`config.mk`:
```
export PLATFORM = sky130hd
export DESIGN_NAME = audio_squelch_gate_flat
export DESIGN_NICKNAME = d
export VERILOG_FILES = /design/src/rtl/asg_pkg.sv /design/src/rtl/asg_if.sv /design/src/rtl/asg_mul_unit.sv /design/src/rtl/audio_squelch_gate.sv /design/src/flat_wrapper.sv
export SDC_FILE = /design/constraint.sdc
export NUM_CORES = 1
export LEC_CHECK = 0
export BUFFER_PORTS_ARGS = -buffer_cell sky130_fd_sc_hd__buf_4
export CORE_MARGIN = 2
export CORE_UTILIZATION = 50
export CTS_CLUSTER_SIZE = 25
export DETAILED_ROUTE_END_ITERATION = 12
export PLACE_DENSITY = 0.63
export SLEW_MARGIN = 20
export SYNTH_ARGS = -nofsm -noshare
export SYNTH_HDL_FRONTEND = slang
export SYNTH_SLANG_ARGS = --single-unit
```
`constraint.sdc`:
```
create_clock -name clk -period 12.2 [get_ports clk]
set_input_delay 1.22 -clock clk [delete_from_list [all_inputs] [get_ports clk]]
set_output_delay 1.22 -clock clk [all_outputs]
set_load 0.02 [all_outputs]
```
`src/rtl/asg_pkg.sv`:
```
`timescale 1ns / 1ps
`default_nettype none
// ----------------------------------------------------------------------------
// asg_pkg: shared types and constants for the audio squelch gate
// Register indexes, fixed-point widths, reset values, the sequencer state and
// gain mode types, and a rate saturation function.
// ----------------------------------------------------------------------------
package asg_pkg;

  localparam int SAMPLE_WIDTH_DEF = 16;

  // configuration port
  localparam int CFG_IDX_W  = 2;
  localparam int CFG_DATA_W = 17;

  localparam logic [CFG_IDX_W-1:0] REG_THRESHOLD   = 2'd0;
  localparam logic [CFG_IDX_W-1:0] REG_ATTACK_RATE = 2'd1;
  localparam logic [CFG_IDX_W-1:0] REG_DECAY_RATE  = 2'd2;

  // fixed-point formats
  localparam int THR_W     = 16;
  localparam int RATE_W    = 17;
  localparam int GAIN_W    = 16;
  localparam int FRAC_W    = 8;   // fraction bits of the level average
  localparam int AVG_SHIFT = 3;   // average weight 1/8
  localparam int RATE_SH   = 16;  // rate scale 65536 = 1.0
  localparam int GAIN_SH   = 15;  // gain scale 32768 = 1.0

  localparam logic [GAIN_W-1:0] GAIN_ONE = 16'h8000;
  localparam logic [RATE_W-1:0] RATE_ONE = 17'h10000;

  localparam logic [THR_W-1:0]  THRESHOLD_RST   = 16'd1024;
  localparam logic [RATE_W-1:0] ATTACK_RATE_RST = 17'd6554;
  localparam logic [RATE_W-1:0] DECAY_RATE_RST  = 17'd65209;

  typedef enum logic [2:0] {
    ST_IDLE,
    ST_GAIN_MUL,
    ST_GAIN_UPD,
    ST_OUT_MUL,
    ST_OUT_DRV
  } asg_state_t;

  typedef enum logic [1:0] {
    GM_HOLD,
    GM_QUIET,
    GM_LOUD
  } gain_mode_t;

  function automatic logic [RATE_W-1:0] sat_rate(input logic [RATE_W-1:0] r);
    sat_rate = (r > RATE_ONE) ? RATE_ONE : r;
  endfunction

endpackage : asg_pkg
`default_nettype wire

```
`src/rtl/asg_if.sv`:
```
`timescale 1ns / 1ps
`default_nettype none
// ----------------------------------------------------------------------------
// asg_if: channel interfaces of the audio squelch gate
// Sample input, sample output and configuration write channels, each with
// valid/ready handshake.
// ----------------------------------------------------------------------------
interface asg_in_if #(
  parameter int SAMPLE_WIDTH = 16
) ();
  logic                           valid;
  logic                           ready;
  logic signed [SAMPLE_WIDTH-1:0] sample_in;

  modport source (output valid, output sample_in, input ready);
  modport sink   (input valid, input sample_in, output ready);
endinterface : asg_in_if

interface asg_out_if #(
  parameter int SAMPLE_WIDTH = 16
) ();
  logic                           valid;
  logic                           ready;
  logic signed [SAMPLE_WIDTH-1:0] sample_out;

  modport source (output valid, output sample_out, input ready);
  modport sink   (input valid, input sample_out, output ready);
endinterface : asg_out_if

interface asg_cfg_if
  import asg_pkg::*;
();
  logic                  valid;
  logic                  ready;
  logic [CFG_IDX_W-1:0]  index;
  logic [CFG_DATA_W-1:0] data;

  modport source (output valid, output index, output data, input ready);
  modport sink   (input valid, input index, input data, output ready);
endinterface : asg_cfg_if
`default_nettype wire

```
`src/rtl/asg_mul_unit.sv`:
```
`timescale 1ns / 1ps
`default_nettype none
// ----------------------------------------------------------------------------
// asg_mul_unit: shared unsigned multiplier with registered product
// Loads a new product when enabled and holds it otherwise.
// ----------------------------------------------------------------------------
module asg_mul_unit #(
  parameter int A_W = 16,
  parameter int B_W = 17
) (
  input  wire logic             clk,
  input  wire logic             en,
  input  wire logic [A_W-1:0]   a,
  input  wire logic [B_W-1:0]   b,
  output logic      [A_W+B_W-1:0] p
);

  logic [A_W+B_W-1:0] p_r;
  logic [A_W+B_W-1:0] p_nxt;

  always_comb begin
    p_nxt = (A_W + B_W)'(a) * (A_W + B_W)'(b);
  end

  always_ff @(posedge clk) begin
    if (en) begin
      p_r <= p_nxt;
    end
  end

  assign p = p_r;

endmodule : asg_mul_unit
`default_nettype wire

```
`src/rtl/audio_squelch_gate.sv`:
```
`timescale 1ns / 1ps
`default_nettype none
// ----------------------------------------------------------------------------
// audio_squelch_gate: noise gate with attack/decay gain for signed audio
// Tracks a smoothed sample level and scales each sample by a Q1.15 gain
// that decays while the level is quiet and recovers while it is loud.
// ----------------------------------------------------------------------------
// usage
//   in_chan   : one signed sample per word, taken while in_chan.ready is high
//   out_chan  : one scaled sample per input word, in order
//   cfg_chan  : register writes (threshold, attack_rate, decay_rate), always
//               ready; write only while no sample is in flight
// timing
//   a sample runs in steps: the accept cycle updates the level average,
//   then the one shared multiplier runs twice (gain update, output scaling)
//   with a gain add step between and an output load step at the end;
//   the result is registered into the out_chan output register in that load step
//   the five sequencer states run once per sample; in_chan is ready only in ST_IDLE
// stall
//   out_chan has its own output register, so the next sample is taken while
//   a result waits; a second result waits in the sequencer until the output
//   register frees, and no further sample is taken meanwhile
// reset
//   rst_n low clears the level average to zero, sets gain to 1.0 and loads
//   the register defaults; no result is pending afterwards
// ----------------------------------------------------------------------------
module audio_squelch_gate
  import asg_pkg::*;
#(
  parameter int SAMPLE_WIDTH = SAMPLE_WIDTH_DEF
) (
  input  wire logic   clk,
  input  wire logic   rst_n,
  asg_cfg_if.sink     cfg_chan,
  asg_in_if.sink      in_chan,
  asg_out_if.source   out_chan
);

  localparam int AVG_W  = SAMPLE_WIDTH + FRAC_W;
  localparam int SUM_W  = AVG_W + AVG_SHIFT;
  localparam int CMP_W  = (AVG_W + 2 > THR_W + FRAC_W) ? AVG_W + 2 : THR_W + FRAC_W;
  localparam int MUL_AW = (SAMPLE_WIDTH > GAIN_W) ? SAMPLE_WIDTH : GAIN_W;
  localparam int MUL_PW = MUL_AW + RATE_W;

  // configuration registers
  logic [THR_W-1:0]  threshold_r;
  logic [RATE_W-1:0] attack_rate_r;
  logic [RATE_W-1:0] decay_rate_r;

  // state
  asg_state_t              state_r, state_nxt;
  gain_mode_t              mode_r, mode_nxt;
  logic [AVG_W-1:0]        avg_r, avg_nxt;
  logic [GAIN_W-1:0]       gain_r, gain_nxt;
  logic [SAMPLE_WIDTH-1:0] mag_r, mag_nxt;
  logic                    neg_r;
  logic                    out_valid_r;
  logic signed [SAMPLE_WIDTH-1:0] sample_out_r;

  // control
  logic in_acc;
  logic out_acc;
  logic out_load;
  logic mul_en;
  logic mul_out_sel;

  // datapath
  logic [SAMPLE_WIDTH-1:0] in_bits;
  logic [SUM_W-1:0]        avg_sum;
  logic [CMP_W-1:0]        avg_x3;
  logic [CMP_W-1:0]        avg_ext;
  logic [CMP_W-1:0]        thr_fx;
  logic                    is_quiet;
  logic                    is_loud;
  logic [MUL_AW-1:0]       mul_a;
  logic [RATE_W-1:0]       mul_b;
  logic [MUL_PW-1:0]       mul_p;
  logic [RATE_W-1:0]       prod_hi;
  logic [RATE_W-1:0]       gain_sum;
  logic [SAMPLE_WIDTH-1:0] scaled;
  logic [SAMPLE_WIDTH-1:0] res;

  assign in_acc  = in_chan.valid && in_chan.ready;
  assign out_acc = out_valid_r && out_chan.ready;

  // ---------------------------------------------------------------------------
  // configuration
  // ---------------------------------------------------------------------------
  assign cfg_chan.ready = 1'b1;

  always_ff @(posedge clk) begin
    if (!rst_n) begin
      threshold_r   <= THRESHOLD_RST;
      attack_rate_r <= ATTACK_RATE_RST;
      decay_rate_r  <= DECAY_RATE_RST;
    end else if (cfg_chan.valid) begin
      unique case (cfg_chan.index)
        REG_THRESHOLD:   threshold_r   <= cfg_chan.data[THR_W-1:0];
        REG_ATTACK_RATE: attack_rate_r <= cfg_chan.data;
        REG_DECAY_RATE:  decay_rate_r  <= cfg_chan.data;
        default: ;
      endcase
    end
  end

  // ---------------------------------------------------------------------------
  // magnitude and level average, done in the accept cycle
  // ---------------------------------------------------------------------------
  always_comb begin
    in_bits = in_chan.sample_in;
    mag_nxt = in_bits[SAMPLE_WIDTH-1] ? ((~in_bits) + SAMPLE_WIDTH'(1)) : in_bits;
    // 7*avg + mag*256 as 8*avg - avg + mag*256
    avg_sum = (SUM_W'(avg_r) << AVG_SHIFT) - SUM_W'(avg_r)
            + (SUM_W'(mag_nxt) << FRAC_W);
    avg_nxt = avg_sum[SUM_W-1:AVG_SHIFT];
  end

  // level compare against the threshold in avg units
  always_comb begin
    avg_ext  = CMP_W'(avg_r);
    avg_x3   = (avg_ext << 1) + avg_ext;
    thr_fx   = CMP_W'(threshold_r) << FRAC_W;
    is_quiet = avg_x3 < thr_fx;
    is_loud  = avg_ext > thr_fx;
  end

  // ---------------------------------------------------------------------------
  // shared multiplier
  // ---------------------------------------------------------------------------
  always_comb begin
    if (mul_out_sel) begin
      mul_a = MUL_AW'(mag_r);
      mul_b = RATE_W'(gain_r);
    end else if (is_quiet) begin
      mul_a = MUL_AW'(gain_r);
      mul_b = sat_rate(decay_rate_r);
    end else begin
      mul_a = MUL_AW'(GAIN_ONE - gain_r);
      mul_b = sat_rate(attack_rate_r);
    end
  end

  asg_mul_unit #(
    .A_W (MUL_AW),
    .B_W (RATE_W)
  ) u_mul (
    .clk (clk),
    .en  (mul_en),
    .a   (mul_a),
    .b   (mul_b),
    .p   (mul_p)
  );

  // gain update from the registered product
  always_comb begin
    prod_hi  = mul_p[RATE_SH+RATE_W-1:RATE_SH];
    gain_sum = RATE_W'(gain_r);
    unique case (mode_r)
      GM_QUIET: gain_sum = prod_hi;
      GM_LOUD:  gain_sum = RATE_W'(gain_r) + prod_hi;
      GM_HOLD:  gain_sum = RATE_W'(gain_r);
      default:  gain_sum = RATE_W'(gain_r);
    endcase
    if (gain_sum > RATE_W'(GAIN_ONE)) begin
      gain_nxt = GAIN_ONE;
    end else begin
      gain_nxt = gain_sum[GAIN_W-1:0];
    end
  end

  // output scaling, truncated toward zero by working on the magnitude
  always_comb begin
    scaled = mul_p[SAMPLE_WIDTH+GAIN_SH-1:GAIN_SH];
    res    = neg_r ? ((~scaled) + SAMPLE_WIDTH'(1)) : scaled;
  end

  // ---------------------------------------------------------------------------
  // sequencer
  // ---------------------------------------------------------------------------
  always_comb begin
    state_nxt = state_r;
    unique case (state_r)
      ST_IDLE:     if (in_chan.valid) state_nxt = ST_GAIN_MUL;
      ST_GAIN_MUL: state_nxt = ST_GAIN_UPD;
      ST_GAIN_UPD: state_nxt = ST_OUT_MUL;
      ST_OUT_MUL:  state_nxt = ST_OUT_DRV;
      ST_OUT_DRV:  if (!out_valid_r || out_chan.ready) state_nxt = ST_IDLE;
      default:     state_nxt = ST_IDLE;
    endcase
  end

  always_comb begin
    in_chan.ready = 1'b0;
    mul_en        = 1'b0;
    mul_out_sel   = 1'b0;
    out_load      = 1'b0;
    mode_nxt      = mode_r;
    unique case (state_r)
      ST_IDLE: begin
        in_chan.ready = 1'b1;
      end
      ST_GAIN_MUL: begin
        mul_en = 1'b1;
        priority if (is_quiet) begin
          mode_nxt = GM_QUIET;
        end else if (is_loud) begin
          mode_nxt = GM_LOUD;
        end else begin
          mode_nxt = GM_HOLD;
        end
      end
      ST_GAIN_UPD: begin
      end
      ST_OUT_MUL: begin
        mul_en      = 1'b1;
        mul_out_sel = 1'b1;
      end
      ST_OUT_DRV: begin
        mul_out_sel = 1'b1;
        out_load    = !out_valid_r || out_chan.ready;
      end
      default: begin
      end
    endcase
  end

  always_ff @(posedge clk) begin
    if (!rst_n) begin
      state_r     <= ST_IDLE;
      mode_r      <= GM_HOLD;
      avg_r       <= '0;
      gain_r      <= GAIN_ONE;
      out_valid_r <= 1'b0;
    end else begin
      state_r <= state_nxt;
      mode_r  <= mode_nxt;
      if (in_acc) begin
        avg_r <= avg_nxt;
      end
      if (state_r == ST_GAIN_UPD) begin
        gain_r <= gain_nxt;
      end
      if (out_load) begin
        out_valid_r <= 1'b1;
      end else if (out_acc) begin
        out_valid_r <= 1'b0;
      end
    end
  end

  always_ff @(posedge clk) begin
    if (in_acc) begin
      mag_r <= mag_nxt;
      neg_r <= in_bits[SAMPLE_WIDTH-1];
    end
    if (out_load) begin
      sample_out_r <= $signed(res);
    end
  end

  assign out_chan.valid      = out_valid_r;
  assign out_chan.sample_out = sample_out_r;

endmodule : audio_squelch_gate
`default_nettype wire

```
`src/flat_wrapper.sv`:
```
// flat-port wrapper written by rule: the top's interface ports become plain ports
module audio_squelch_gate_flat import asg_pkg::*;
#(
  parameter int SAMPLE_WIDTH = SAMPLE_WIDTH_DEF
)
  (clk, rst_n, cfg_chan_valid, cfg_chan_index, cfg_chan_data, cfg_chan_ready, in_chan_valid, in_chan_sample_in, in_chan_ready, out_chan_valid, out_chan_sample_out, out_chan_ready);
  asg_cfg_if cfg_chan_i ();
  asg_in_if #(.SAMPLE_WIDTH(SAMPLE_WIDTH)) in_chan_i ();
  asg_out_if #(.SAMPLE_WIDTH(SAMPLE_WIDTH)) out_chan_i ();
  input  wire logic clk;
  input  wire logic rst_n;
  input wire logic [$bits(cfg_chan_i.valid)-1:0] cfg_chan_valid;
  input wire logic [$bits(cfg_chan_i.index)-1:0] cfg_chan_index;
  input wire logic [$bits(cfg_chan_i.data)-1:0] cfg_chan_data;
  output wire logic [$bits(cfg_chan_i.ready)-1:0] cfg_chan_ready;
  input wire logic [$bits(in_chan_i.valid)-1:0] in_chan_valid;
  input wire logic [$bits(in_chan_i.sample_in)-1:0] in_chan_sample_in;
  output wire logic [$bits(in_chan_i.ready)-1:0] in_chan_ready;
  output wire logic [$bits(out_chan_i.valid)-1:0] out_chan_valid;
  output wire logic [$bits(out_chan_i.sample_out)-1:0] out_chan_sample_out;
  input wire logic [$bits(out_chan_i.ready)-1:0] out_chan_ready;
  assign cfg_chan_i.valid = cfg_chan_valid;
  assign cfg_chan_i.index = cfg_chan_index;
  assign cfg_chan_i.data = cfg_chan_data;
  assign cfg_chan_ready = cfg_chan_i.ready;
  assign in_chan_i.valid = in_chan_valid;
  assign in_chan_i.sample_in = in_chan_sample_in;
  assign in_chan_ready = in_chan_i.ready;
  assign out_chan_valid = out_chan_i.valid;
  assign out_chan_sample_out = out_chan_i.sample_out;
  assign out_chan_i.ready = out_chan_ready;
  audio_squelch_gate #(.SAMPLE_WIDTH(SAMPLE_WIDTH)) u_core (.clk(clk), .rst_n(rst_n), .cfg_chan(cfg_chan_i), .in_chan(in_chan_i), .out_chan(out_chan_i));
endmodule
```
==> results.cfg <==
[layout]
fillers = 3607
num_antenna_cells = 0
drive_above_1_share_pct = 6.868
finalNonFillerCells = 2826
nets = 2773
area_growth_pct = 8.561

[global_routing]
grt_pass1_vias = 16080
grt.overflow.total = 0
grt_first_pass_wirelength_um = 87170
track_usage_pct = 27.69
antenna_found_initial = 0
grt_max_degree = 84

[floorplanning]
die-area_um2 = 40110
fp.dieH_um = 200.3
rows = 71
io_pins = 59
chipWidth_um = 200.3
initial_core_util_pct = 50.90
fp.coreArea_um2 = 37840

[setup_path]
crit_slowest_cell = or4b_2
crit_family = adder cells
critPathKind = register to register
crit_required_ns = 12.47
cp-start-kind = register
end_kind = register
crit_path_max_incr_delay_ns = 0.65
cp_num_buf_inv = 6
cp_data_arrival_time_ns = 11.57
critical_path.max_fanout = 46
cp_common_cell = fa_1

[routing]
postRouteAntennaNets = 0
vias_per_cell = 5.661
drc = 0
num_vias = 16000
drtPass1Iterations = 5
totalWireLength_um = 54410
wl_per_cell_um = 19.25
drt_iter0_markers = 1080

[outcome]
status = complete, no violations

[clock_tree]
cts-resized-gates = 0
cts_setup_buffers = 0
hold_buffers = 0
cts_max_path_buffers = 2
cts_tree = yes
h-tree-depth = 4
root_buffer = clkbuf_16
cts_buffers = 17
clk_pin_slew_worst_paths_ns = 0.06
clock_latency_ns = 0.45
cts.sinks = 147

[yosys]
yosysTopAreaCellShare_pct = 23.28
synth_edf_count = 51
syn_nets = 2743
synthTopCellsByArea = fa_1 23%, ha_1 13%, dfxtp_1 10%, edfxtp_1 8.0%, nand2_1 7.1%
ys_async_sr_fraction_pct = 0
syn_avg_cell_area_um2 = 8.478
synth_area_um2 = 19260
ys_types = 75
ys_seq_area_share_pct = 17.93
syn_inst = 2272
yosysWarnings = 0
netlist.top_cell.by_area = fa_1
ys.flop_type = dfxtp_1
ys_seq_elements = 147

[placement]
hpwl_um = 45020
port_buffers = 57
pre_cts_slack_ns = 0.9733
place_inst = 2794
gp_congestion = 0.9275

[timing]
slew_violations = 0
fmax_ghz = 0.08844
setup_ws_ns = 0.8927
period_needed_ns = 11.31
rsz0062_at_grt = false
maxSlewHeadroom_pct = 28.70
tns_ns = 0
hold_viol_final = 0
whs_ns = 0.4660
setup_viol = 0
worst_slew_pin_slew_ns = 1.058
fin_skew_ns = 0.008117
period_share_pct = 92.68

[flow_run]
drv_cap = 0

[min_path]
hold_class = register to register
-- synth_stat cells (39+ instances only) --
master / number
nor2_1: 173
nand3_1: 39
inv_1: 319
o21ai_0: 75
fa_1: 224
dfxtp_1: 96
edfxtp_1: 51
nand2_1: 363
clkbuf_1: 76
a21o_1: 48
ha_1: 207
xnor2_1: 66
a21oi_1: 92
-- cell type report --
cell class	count	area (µm²)	share of cell area, %
inverter	321	1205	5.762
clock inverter	15	206.4	0.9873
sequential	147	3453	16.51
timing repair buffer	92	690.7	3.303
tap	511	639.4	3.058
multi-input combinational	1723	14290	68.34
clock buffer	17	425.4	2.034
-- through the flow --
stage | area [µm²] | utilization [%]
detailed placement | 20280 | 53.58
CTS | 20910 | 55.25
global placement | 20280 | 53.58
floorplan | 19260 | -
global route | 20910 | 55.26
finish | 20910 | 55.26
-- per-layer routing --
metal / part of all wire (%) / global-route usage (%) / vias up
met5: 0 / 0 / -
met4: 4.6 / 12.46 / 0
met3: 5.1 / 3.563 / 126
met2: 48 / 46.74 / 464
met1: 42 / 35.58 / 7843
li1: - / - / 7565
-- registers in the layout, indices dropped and copies added, names as in the netlist, 2 cells and up --
register                    cells
u_core.avg_r                   24
u_core.u_mul.p                 18
u_core.attack_rate_r           17
u_core.decay_rate_r            17
u_core.gain_r                  16
u_core.mag_r                   16
u_core.out_chan.sample_out     16
u_core.threshold_r             16
u_core.state_r                  3
u_core.mode_r                   2
-- final timing paths --
| kind | slack [ns] | end | cells after the start | start |
|---|---|---|---|---|
| worst max register to register | 0.89 | u_core.u_mul.p[32] | 48 | u_core.avg_r[6] |
| worst min-delay path | 0.47 | u_core.threshold_r[5] | 2 | u_core.threshold_r[5] |
| worst max-delay path | 0.89 | u_core.u_mul.p[32] | 48 | u_core.avg_r[6] |
| worst min register to register | 0.47 | u_core.threshold_r[5] | 2 | u_core.threshold_r[5] |
-- cell usage in the layout, fill, tap and decap left out, drive strengths merged, types with 7 or more instances in the layout --
master,Yosys,routed
ha,207,207
xnor2,66,66
o21ai,88,88
xor2,34,34
nand3,40,40
a21boi,36,36
a31oi,15,15
mux2i,7,7
nand4,16,16
nand2,364,364
o21bai,12,12
and3,22,22
buf,5,92
nor4,10,10
fa,224,224
a221o,7,7
a32o,9,9
and2,30,30
a221oi,7,7
dfxtp,96,96
o21a,21,21
clkbuf,76,17
a21o,48,48
or3,14,14
a21oi,98,98
edfxtp,51,51
nor2,173,173
nand2b,20,20
o31ai,16,16
inv,321,324
a211oi,17,17
nor3,33,33
nor2b,21,21
-- kinds of logic after synthesis --
group | share of synthesized area, %
mux | 0.4222
xor+xnor | 4.547
buf+inv | 7.912
compound gates | 14.44
fa+ha+maj | 36.73
simple gates | 18.01
other cells | 0.01947
flops | 17.93
-- worst register-to-register path, delay by kind of cell (launching register included) --
| kind | cells | cell delay [ns] |
|---|---|---|
| fa+ha+maj | 9 | 4.16 |
| compound gates | 22 | 3.79 |
| simple gates | 10 | 1.59 |
| buf+inv | 6 | 0.95 |
| flops | 1 | 0.44 |
| xor+xnor | 1 | 0.22 |
Power is left out: the tool's default activity adds up to more than one toggle a clock period on the data nets, which glitch-free logic cannot reach.
